--- src/hdl/tour_mutation_engine_assert.svh ---
// ----------------------------------------------------------------------------
// Tour mutation engine assertion macros
// Clocked assertion wrappers used by the engine's top-level RTL file.
// ----------------------------------------------------------------------------
`ifndef TOUR_MUTATION_ENGINE_ASSERT_SVH
`define TOUR_MUTATION_ENGINE_ASSERT_SVH

// Check on every clock edge outside reset.
`define TME_ASSERT(label, prop, msg) \
  label: assert property (@(posedge clk_i) disable iff (!rst_ni) (prop)) else $error(msg);

// Check on every clock edge, reset included.
`define TME_ASSERT_ALWAYS(label, prop, msg) \
  label: assert property (@(posedge clk_i) (prop)) else $error(msg);

`endif

--- src/hdl/tme_pkg.sv ---
// ----------------------------------------------------------------------------
// Tour mutation engine package
// Field widths, command codes and payload types shared by the engine files.
// ----------------------------------------------------------------------------
package tme_pkg;

  // Store depth and field widths
  localparam int MaxCities = 64;
  localparam int IdxW      = 6;
  localparam int CityW     = 6;
  localparam int CntW      = 7;
  localparam int CmdW      = 3;

  localparam logic [CntW-1:0] CountReset = CntW'(MaxCities);

  // Command codes
  localparam logic [CmdW-1:0] CmdLoad   = 3'd0;
  localparam logic [CmdW-1:0] CmdRead   = 3'd1;
  localparam logic [CmdW-1:0] CmdSwap   = 3'd2;
  localparam logic [CmdW-1:0] CmdRotate = 3'd3;
  localparam logic [CmdW-1:0] CmdBlock  = 3'd4;
  localparam logic [CmdW-1:0] CmdInvert = 3'd5;

  // Status codes
  localparam logic StatDone    = 1'b0;
  localparam logic StatIllegal = 1'b1;

  typedef struct packed {
    logic [CmdW-1:0]  command;
    logic [IdxW-1:0]  index_a;
    logic [CntW-1:0]  index_b;
    logic [CityW-1:0] city_value;
  } in_item_t;

  typedef struct packed {
    logic [CityW-1:0] read_value;
    logic             status;
  } out_item_t;

  // Tour store access for one cycle
  typedef struct packed {
    logic             we;
    logic [IdxW-1:0]  waddr;
    logic [CityW-1:0] wdata;
    logic [IdxW-1:0]  raddr;
  } ram_req_t;

endpackage

--- src/hdl/tme_channels.sv ---
// ----------------------------------------------------------------------------
// Tour mutation engine channels
// Valid/ready interfaces for the command, result and configuration channels.
// ----------------------------------------------------------------------------
interface tme_in_if import tme_pkg::*; ();
  logic     valid;
  logic     ready;
  in_item_t data;

  modport source (output valid, output data, input ready);
  modport sink   (input valid, input data, output ready);
endinterface

interface tme_out_if import tme_pkg::*; ();
  logic      valid;
  logic      ready;
  out_item_t data;

  modport source (output valid, output data, input ready);
  modport sink   (input valid, input data, output ready);
endinterface

interface tme_cfg_if import tme_pkg::*; ();
  logic            valid;
  logic            ready;
  logic [CntW-1:0] data;

  modport source (output valid, output data, input ready);
  modport sink   (input valid, input data, output ready);
endinterface

--- src/hdl/tme_tour_ram.sv ---
// ----------------------------------------------------------------------------
// Tour store RAM
// One write port and one read port, read data registered, so it appears in the cycle after the address.
// ----------------------------------------------------------------------------
module tme_tour_ram import tme_pkg::*; (
  input  logic             clk_i,
  input  ram_req_t         req_i,
  output logic [CityW-1:0] rdata_o
);

  logic [CityW-1:0] mem [MaxCities];
  logic [CityW-1:0] rdata_q;

  // Write one entry and read one entry per cycle
  always_ff @(posedge clk_i) begin
    if (req_i.we) begin
      mem[req_i.waddr] <= req_i.wdata;
    end
    rdata_q <= mem[req_i.raddr];
  end

  assign rdata_o = rdata_q;

endmodule

--- src/hdl/tour_mutation_engine.sv ---
// ----------------------------------------------------------------------------
// Tour mutation engine
// Holds a tour in a RAM and applies load, read and four mutation commands.
// ----------------------------------------------------------------------------
// Usage:
//   in_ch_i carries one command per transfer; res_ch_o returns exactly one
//   result per command (read_value, status), in order. cfg_ch_i writes the
//   city count and is always ready; write it only while the engine is idle.
//   The next command transfers in the cycle after the result enters the output
//   register, even while that result still waits there.
//   Path from the command transfer to the result:
//     load or illegal command: straight to the result, read: via StRead,
//     swap: one pair, block swap of k pairs: k pairs,
//     inversion of a block of length L: floor(L/2) pairs,
//     rotate: three inversions back to back.
//   Every mutation runs as pairs of exchanged entries through the single
//   RAM read port and single write port, each pair through the StLoA and
//   StHiB states in turn.
//   Reset sets the city count to 64 and empties the output register; tour
//   entries are undefined until loaded. When the receiver stalls, the
//   finished result holds in the output register and the engine waits
//   with its next result until the register frees up.
// ----------------------------------------------------------------------------
`include "tour_mutation_engine_assert.svh"

module tour_mutation_engine import tme_pkg::*; (
  input  logic      clk_i,
  input  logic      rst_ni,
  tme_cfg_if.sink   cfg_ch_i,
  tme_in_if.sink    in_ch_i,
  tme_out_if.source res_ch_o
);

  // Sequencer states
  localparam logic [2:0] StIdle = 3'd0;
  localparam logic [2:0] StRead = 3'd1;
  localparam logic [2:0] StLoA  = 3'd2;
  localparam logic [2:0] StHiB  = 3'd3;
  localparam logic [2:0] StFin  = 3'd4;

  logic [2:0]       state_q, state_d;
  logic [CntW-1:0]  cnt_q;
  logic [CntW-1:0]  lo_q, lo_d, hi_q, hi_d, lim_q, lim_d;
  logic             inv_q, inv_d;
  logic [1:0]       pass_q, pass_d;
  logic [IdxW-1:0]  rot_q, rot_d;
  logic             act_q, act_d;
  logic             pend_q, pend_d;
  logic [IdxW-1:0]  plo_q, plo_d, phi_q, phi_d;
  logic [CityW-1:0] hold_q, hold_d;
  logic [CityW-1:0] res_val_q, res_val_d;
  logic             res_st_q, res_st_d;
  logic             out_valid_q, out_valid_d;
  out_item_t        out_data_q, out_data_d;

  ram_req_t         ram_req;
  logic [CityW-1:0] ram_rdata;

  logic             in_xfer;
  logic [CntW-1:0]  a_ext, m_half, n_last;
  logic             cnt_ok, a_pos, more;
  in_item_t         cmd_in;
  logic             load_xfer, pair_st;

  tme_tour_ram u_ram (
    .clk_i   (clk_i),
    .req_i   (ram_req),
    .rdata_o (ram_rdata)
  );

  // Configuration register
  assign cfg_ch_i.ready = 1'b1;

  always_ff @(posedge clk_i or negedge rst_ni) begin
    if (!rst_ni) begin
      cnt_q <= CountReset;
    end else if (cfg_ch_i.valid) begin
      cnt_q <= cfg_ch_i.data;
    end
  end

  // Command decode helpers
  assign cmd_in  = in_ch_i.data;
  assign in_ch_i.ready = (state_q == StIdle);
  assign in_xfer = in_ch_i.valid && in_ch_i.ready;
  assign a_ext   = {1'b0, cmd_in.index_a};
  assign m_half  = cnt_q >> 1;
  assign n_last  = cnt_q - CntW'(1);
  assign cnt_ok  = (cnt_q >= CntW'(3)) && (cnt_q <= CntW'(MaxCities));
  assign a_pos   = (cmd_in.index_a != '0);

  // Another pair left in the current pass
  assign more = inv_q ? (lo_q < hi_q) : (lo_q < lim_q);

  // Sequencer
  always_comb begin
    state_d   = state_q;
    lo_d      = lo_q;
    hi_d      = hi_q;
    lim_d     = lim_q;
    inv_d     = inv_q;
    pass_d    = pass_q;
    rot_d     = rot_q;
    act_d     = act_q;
    pend_d    = pend_q;
    plo_d     = plo_q;
    phi_d     = phi_q;
    hold_d    = hold_q;
    res_val_d = res_val_q;
    res_st_d  = res_st_q;

    ram_req.we    = 1'b0;
    ram_req.waddr = plo_q;
    ram_req.wdata = ram_rdata;
    ram_req.raddr = lo_q[IdxW-1:0];

    unique case (state_q)
      StIdle: begin
        ram_req.raddr = cmd_in.index_a;
        if (in_xfer) begin
          res_val_d = '0;
          res_st_d  = StatIllegal;
          pend_d    = 1'b0;
          state_d   = StFin;
          unique case (cmd_in.command)
            CmdLoad: begin
              if (a_ext < CntW'(MaxCities)) begin
                ram_req.we    = 1'b1;
                ram_req.waddr = cmd_in.index_a;
                ram_req.wdata = cmd_in.city_value;
                res_st_d      = StatDone;
              end
            end
            CmdRead: begin
              if (a_ext < CntW'(MaxCities)) begin
                res_st_d = StatDone;
                state_d  = StRead;
              end
            end
            CmdSwap: begin
              if (cnt_ok && a_pos && (cmd_in.index_b != '0) && (a_ext < cnt_q) &&
                  (cmd_in.index_b < cnt_q) && (a_ext != cmd_in.index_b)) begin
                lo_d     = a_ext;
                hi_d     = cmd_in.index_b;
                lim_d    = a_ext + CntW'(1);
                inv_d    = 1'b0;
                pass_d   = '0;
                res_st_d = StatDone;
                state_d  = StLoA;
              end
            end
            CmdRotate: begin
              // Rotate as three reversals: [1,a), [a,n), then [1,n)
              if (cnt_ok && a_pos && (a_ext < cnt_q)) begin
                lo_d     = CntW'(1);
                hi_d     = a_ext - CntW'(1);
                inv_d    = 1'b1;
                pass_d   = 2'd2;
                rot_d    = cmd_in.index_a;
                res_st_d = StatDone;
                state_d  = StLoA;
              end
            end
            CmdBlock: begin
              if (cnt_ok && a_pos && (a_ext <= cmd_in.index_b) &&
                  (cmd_in.index_b <= m_half)) begin
                lo_d     = a_ext;
                hi_d     = a_ext + m_half;
                lim_d    = cmd_in.index_b;
                inv_d    = 1'b0;
                pass_d   = '0;
                res_st_d = StatDone;
                state_d  = StLoA;
              end
            end
            CmdInvert: begin
              if (cnt_ok && a_pos && (a_ext <= cmd_in.index_b) &&
                  (cmd_in.index_b <= cnt_q)) begin
                lo_d     = a_ext;
                hi_d     = cmd_in.index_b - CntW'(1);
                inv_d    = 1'b1;
                pass_d   = '0;
                res_st_d = StatDone;
                state_d  = StLoA;
              end
            end
            default: begin
              res_st_d = StatIllegal;
            end
          endcase
        end
      end

      StRead: begin
        res_val_d = ram_rdata;
        state_d   = StFin;
      end

      // Write back the low entry of the previous pair, read the new low entry
      StLoA: begin
        ram_req.we    = pend_q;
        ram_req.waddr = plo_q;
        ram_req.wdata = ram_rdata;
        ram_req.raddr = lo_q[IdxW-1:0];
        act_d         = more;
        state_d       = StHiB;
      end

      // Write back the high entry of the previous pair, read the new high entry
      StHiB: begin
        ram_req.we    = pend_q;
        ram_req.waddr = phi_q;
        ram_req.wdata = hold_q;
        ram_req.raddr = hi_q[IdxW-1:0];
        hold_d        = ram_rdata;
        if (act_q) begin
          pend_d  = 1'b1;
          plo_d   = lo_q[IdxW-1:0];
          phi_d   = hi_q[IdxW-1:0];
          lo_d    = lo_q + CntW'(1);
          hi_d    = inv_q ? (hi_q - CntW'(1)) : (hi_q + CntW'(1));
          state_d = StLoA;
        end else begin
          pend_d = 1'b0;
          // Pass drained: start the next rotation pass or finish
          if (pass_q == 2'd2) begin
            lo_d    = {1'b0, rot_q};
            hi_d    = n_last;
            pass_d  = 2'd1;
            state_d = StLoA;
          end else if (pass_q == 2'd1) begin
            lo_d    = CntW'(1);
            hi_d    = n_last;
            pass_d  = 2'd0;
            state_d = StLoA;
          end else begin
            state_d = StFin;
          end
        end
      end

      StFin: begin
        if (!out_valid_q || res_ch_o.ready) begin
          state_d = StIdle;
        end
      end

      default: begin
        state_d = StIdle;
      end
    endcase
  end

  // Output register
  always_comb begin
    out_valid_d = out_valid_q;
    out_data_d  = out_data_q;
    if (res_ch_o.ready) begin
      out_valid_d = 1'b0;
    end
    if ((state_q == StFin) && (!out_valid_q || res_ch_o.ready)) begin
      out_valid_d           = 1'b1;
      out_data_d.read_value = res_val_q;
      out_data_d.status     = res_st_q;
    end
  end

  assign res_ch_o.valid = out_valid_q;
  assign res_ch_o.data  = out_data_q;

  // Control registers
  always_ff @(posedge clk_i or negedge rst_ni) begin
    if (!rst_ni) begin
      state_q     <= StIdle;
      pend_q      <= 1'b0;
      act_q       <= 1'b0;
      pass_q      <= '0;
      out_valid_q <= 1'b0;
    end else begin
      state_q     <= state_d;
      pend_q      <= pend_d;
      act_q       <= act_d;
      pass_q      <= pass_d;
      out_valid_q <= out_valid_d;
    end
  end

  // Payload registers
  always_ff @(posedge clk_i) begin
    lo_q       <= lo_d;
    hi_q       <= hi_d;
    lim_q      <= lim_d;
    inv_q      <= inv_d;
    rot_q      <= rot_d;
    plo_q      <= plo_d;
    phi_q      <= phi_d;
    hold_q     <= hold_d;
    res_val_q  <= res_val_d;
    res_st_q   <= res_st_d;
    out_data_q <= out_data_d;
  end

  // Assertions
  assign load_xfer = in_xfer && (cmd_in.command == CmdLoad);
  assign pair_st   = (state_q == StLoA) || (state_q == StHiB);

  `TME_ASSERT(a_pair_distinct, pend_q |-> (plo_q != phi_q), "pending pair addresses coincide")
  `TME_ASSERT(a_write_source, ram_req.we |-> (pair_st || load_xfer), "stray tour write")
  `TME_ASSERT(a_result_from_fin, $rose(out_valid_q) |-> ($past(state_q) == StFin), "stray result")
  `TME_ASSERT(a_idle_drained, (state_q == StIdle) |-> !pend_q, "idle with write-back pending")
  `TME_ASSERT_ALWAYS(a_reset_empty, !rst_ni |=> !out_valid_q, "output not empty after reset")

endmodule
--- src/flat_wrapper.sv ---
// flat-port wrapper written by rule: the top's interface ports become plain ports
module tour_mutation_engine_flat import tme_pkg::*;
  (clk_i, rst_ni, cfg_ch_i_valid, cfg_ch_i_data, cfg_ch_i_ready, in_ch_i_valid, in_ch_i_data, in_ch_i_ready, res_ch_o_valid, res_ch_o_data, res_ch_o_ready);
  tme_cfg_if cfg_ch_i_i ();
  tme_in_if in_ch_i_i ();
  tme_out_if res_ch_o_i ();
  input  logic clk_i;
  input  logic rst_ni;
  input wire logic [$bits(cfg_ch_i_i.valid)-1:0] cfg_ch_i_valid;
  input wire logic [$bits(cfg_ch_i_i.data)-1:0] cfg_ch_i_data;
  output wire logic [$bits(cfg_ch_i_i.ready)-1:0] cfg_ch_i_ready;
  input wire logic [$bits(in_ch_i_i.valid)-1:0] in_ch_i_valid;
  input wire logic [$bits(in_ch_i_i.data)-1:0] in_ch_i_data;
  output wire logic [$bits(in_ch_i_i.ready)-1:0] in_ch_i_ready;
  output wire logic [$bits(res_ch_o_i.valid)-1:0] res_ch_o_valid;
  output wire logic [$bits(res_ch_o_i.data)-1:0] res_ch_o_data;
  input wire logic [$bits(res_ch_o_i.ready)-1:0] res_ch_o_ready;
  assign cfg_ch_i_i.valid = cfg_ch_i_valid;
  assign cfg_ch_i_i.data = cfg_ch_i_data;
  assign cfg_ch_i_ready = cfg_ch_i_i.ready;
  assign in_ch_i_i.valid = in_ch_i_valid;
  assign in_ch_i_i.data = in_ch_i_data;
  assign in_ch_i_ready = in_ch_i_i.ready;
  assign res_ch_o_valid = res_ch_o_i.valid;
  assign res_ch_o_data = res_ch_o_i.data;
  assign res_ch_o_i.ready = res_ch_o_ready;
  tour_mutation_engine u_core (.clk_i(clk_i), .rst_ni(rst_ni), .cfg_ch_i(cfg_ch_i_i), .in_ch_i(in_ch_i_i), .res_ch_o(res_ch_o_i));
endmodule
--- config.mk ---
export PLATFORM = sky130hd
export DESIGN_NAME = tour_mutation_engine_flat
export DESIGN_NICKNAME = d
export VERILOG_FILES = /design/src/hdl/tme_pkg.sv /design/src/hdl/tme_channels.sv /design/src/hdl/tme_tour_ram.sv /design/src/hdl/tour_mutation_engine.sv /design/src/flat_wrapper.sv
export VERILOG_INCLUDE_DIRS = /design/src /design/src/hdl
export SDC_FILE = /design/constraint.sdc
export NUM_CORES = 1
export LEC_CHECK = 0
export BUFFER_PORTS_ARGS = -buffer_cell sky130_fd_sc_hd__buf_2
export CAP_MARGIN = 25
export CELL_PAD_IN_SITES_DETAIL_PLACEMENT = 1
export CELL_PAD_IN_SITES_GLOBAL_PLACEMENT = 1
export CORE_MARGIN = 2
export CORE_UTILIZATION = 40
export DETAILED_ROUTE_END_ITERATION = 12
export HOLD_SLACK_MARGIN = 0.02
export PLACE_DENSITY_LB_ADDON = 0.1
export REMOVE_ABC_BUFFERS = 1
export SLEW_MARGIN = 40
export SYNTH_ARGS = -nofsm -noshare
export SYNTH_HDL_FRONTEND = slang
export SYNTH_SLANG_ARGS = --single-unit
--- constraint.sdc ---
create_clock -name clk_i -period 11.3 [get_ports clk_i]
set_clock_uncertainty 0.05 [all_clocks]
set_input_delay 2.26 -clock clk_i [delete_from_list [all_inputs] [get_ports clk_i]]
set_output_delay 2.26 -clock clk_i [all_outputs]
set_load 0.005 [all_outputs]
==> flow_summary.json <==
{
  "numCtsBuffers": 50,
  "overflow": 0,
  "cts_max_level": 2,
  "yosys_register_bits": 465,
  "hold_ws_ns": 0.368,
  "antenna_cells": 0,
  "cp-start-kind": "primary input",
  "syn_to_final_growth_pct": 12.1,
  "hp-class": "register to register",
  "ys_seq_area_share_pct": 65.2,
  "die-area_sq_um": 54900,
  "crit_type": "primary input to register",
  "setup_viol_count_final": 0,
  "viasPerCell": 5.71,
  "tritoncts": "done",
  "fin_area_sq_um": 23800,
  "drv_cap": 0,
  "coreArea_sq_um": 52400,
  "rows": 84,
  "power_mw": 6.46,
  "post_cts_buffers": 0,
  "vias": 14100,
  "io_pins": 44,
  "synthCells": 1707,
  "power_leakage_nw": 8.38,
  "tightest_slew_ns": 0.847,
  "final.period_utilization_pct": 48.3,
  "outcome": "complete, no violations",
  "tns_ns": 0,
  "slew_headroom_pct": 43.5,
  "grt_max_degree": 75,
  "worstPathMaxFanout": 51,
  "antenna_found_initial": 0,
  "postRouteAntennaNets": 0,
  "postLayoutCoreUtil_pct": 45.3,
  "max-vdd-ir-drop_mv": 0.133,
  "ctsResizeCount": 0,
  "ctsHoldBuffers": 0,
  "grt_pass1_vias": 14400,
  "gp_congestion": 0.863,
  "final_cell_count_no_fill": 2467,
  "ys.warnings.count": 0,
  "place_hpwl_microns": 42300,
  "cts_buffer_depth": 3,
  "first_pass_iters": 7,
  "cp-end-kind": "register",
  "max_freq_ghz": 0.183,
  "grt_usage_pct": 23.8,
  "slew_violations": 0,
  "synth_edf_count": 444,
  "ys_types": 75,
  "drt_iter0_drc": 1438,
  "dp_cells": 2374,
  "io_buffer_count": 42,
  "clk_latency_ns": 0.60,
  "clock-sinks": 465,
  "required_ns": 11.71,
  "layout-drive-gt1-share_pct": 10.0,
  "post-place-ws_ns": 5.25,
  "timing.final.crit_period_ns": 5.46,
  "placed_area_sq_um": 22100,
  "drc": 0,
  "fp.dieH_microns": 234,
  "nets": 1831,
  "wirelength_microns": 64100,
  "initial_utilization_pct": 40.4,
  "power_density_nw_per_um2": 272,
  "hold_viol": 0,
  "fp.dieW_microns": 234,
  "grt_pass1_wl_microns": 95400,
  "rsz0062_at_grt": "no",
  "synth_area_sq_um": 21200,
  "arrival_ns": 5.87,
  "async_flop_share_pct": 3.23,
  "synthFlopType": "edfxtp_1",
  "syn_avg_cell_area_sq_um": 12.4,
  "clk_pin_slew_ns": 0.06,
  "worst_slack_ns": 5.84,
  "wl_per_cell_microns": 26.0,
  "root_buffer": "clkbuf_16"
}
==> state kept, by name, summed over array words and instances, names as in the netlist <==
name                   flops
u_core.state_q             3
u_core.res_val_q           6
u_core.plo_q               6
u_core.act_q               1
u_core.hi_q                7
u_core.u_ram.rdata_o       6
u_core.pend_q              1
u_core.rot_q               6
u_core.res_ch_o.valid      1
u_core.res_ch_o.data       7
u_core.phi_q               6
u_core.u_ram.mem         384
u_core.inv_q               1
u_core.pass_q              2
u_core.res_st_q            1
u_core.cnt_q               7
u_core.lim_q               7
u_core.hold_q              6
u_core.lo_q                7
==> power breakdown <==
part           total, mW  switching, mW  internal, mW
sequential          2.34         0.0772          2.26
combinational       2.48           1.81         0.672
clock               1.65          0.681         0.968
total               6.46           2.56          3.90
==> synthesized netlist by cell type (5+ instances only) <==
master	n	area share, %
buf_2	37	0.87
buf_4	11	0.39
nor3_1	27	0.64
mux2i_1	93	4.4
a2111oi_0	6	0.25
nor2_1	132	2.3
and2_1	7	0.21
a21oi_1	62	1.5
xnor2_1	18	0.74
o31ai_1	5	0.18
a21boi_0	8	0.28
ha_1	56	3.3
dfxtp_1	6	0.57
nand2_1	295	5.2
a221oi_1	7	0.29
nand4_1	17	0.50
a211oi_1	11	0.39
nor4_1	13	0.38
a21o_1	11	0.39
o21ai_0	46	1.1
o211ai_1	6	0.21
o2111ai_1	13	0.54
o21bai_1	6	0.21
a222oi_1	11	0.52
dfrtp_1	14	1.7
o221ai_1	6	0.25
nand2b_1	8	0.24
nor3b_1	6	0.21
a22oi_1	17	0.60
inv_1	54	0.96
nor2b_1	9	0.27
clkbuf_1	31	0.55
a31oi_1	20	0.59
edfxtp_1	444	63
a32oi_1	17	0.70
o22ai_1	13	0.38
nand3b_1	5	0.18
nand3_1	69	1.6
and3_1	20	0.59
or3_1	6	0.18
xor2_1	9	0.37
==> cell families (layout without fill, tap and decap cells) <==
kind of cell / Yosys count / count (layout) / share of synthesized area (%)
adders and majority gates: 58 / 58 / 3.49
AOI/OAI and AO/OA: 290 / 290 / 9.42
DFF: 465 / 465 / 65.2
buffers and inverters: 140 / 212 / 3.03
muxes: 95 / 95 / 4.50
other: 1 / 1 / 0.0177
and+or+nand+nor: 631 / 631 / 13.2
xor gates and xnor gates: 27 / 27 / 1.12
==> metal layers <==
metal	share of wire [%]	vias to the layer above	routed length, microns	GRT usage, %
li1	-	6445	-	-
met1	44	7199	28400	32.4
met2	49	333	31100	39.6
met3	4.4	99	2840	3.38
met4	2.7	0	1720	6.92
met5	0	-	0	0
==> final cells by class <==
type / count / area, sq um
Clock inverter: 31 / 320
Tap cell: 688 / 861
Clock buffer: 61 / 1320
Sequential cell: 465 / 13800
Inverter: 55 / 208
Fill cell: 5459 / 28700
Multi-Input combinational cell: 1102 / 6820
Timing Repair Buffer: 65 / 412
==> final timing paths <==
kind	slack [ns]	end	startpoint	depth (start not counted)
min in group asynchronous	1.58	u_core.cnt_q[5]$_DFFE_PN0P_	rst_ni	1
max	5.84	u_core.u_ram.rdata_o[3]$_DFF_P_	in_ch_i_data[14]	10
min	0.37	u_core.res_ch_o.data[5]$_DFFE_PP_	u_core.res_val_q[4]$_SDFFCE_PN0P_	0
max in group asynchronous	9.26	u_core.state_q[2]$_DFFE_PN0P_	rst_ni	1
min reg2reg	0.37	u_core.res_ch_o.data[5]$_DFFE_PP_	u_core.res_val_q[4]$_SDFFCE_PN0P_	0
max reg2reg	6.87	u_core.u_ram.mem[14][2]$_DFFE_PP_	u_core.state_q[2]$_DFFE_PN0P_	8
==> critical path, cell delays in order <==
cell	delay (ns)
buf_2	0.35
inv_1	0.16
o311ai_2	0.39
or2_4	0.57
buf_4	0.64
mux2i_1	0.39
o22ai_1	0.12
a221oi_1	0.44
a311oi_1	0.14
a211o_1	0.35
==> layout by cell type, fill, tap and decap left out, types with 11 or more instances in the layout <==
cell type	synthesis	layout
o22ai_1	13	13
a211oi_1	11	11
a222oi_1	11	11
buf_2	37	42
inv_1	54	49
xnor2_1	18	18
and3_1	20	20
nor2_1	132	127
a31oi_1	20	20
clkbuf_16	0	50
a21oi_1	62	61
nor4_1	13	13
o21ai_0	46	46
clkinv_2	0	12
edfxtp_1	444	444
nand4_1	17	17
a22oi_1	17	17
mux2i_1	93	93
a32oi_1	17	17
buf_4	11	16
ha_1	56	56
a21o_1	11	11
nand2_1	295	294
nor3_1	27	23
nand3_1	69	69
dfrtp_1	14	13
o2111ai_1	13	13
Power figures use the tool's default switching activity.
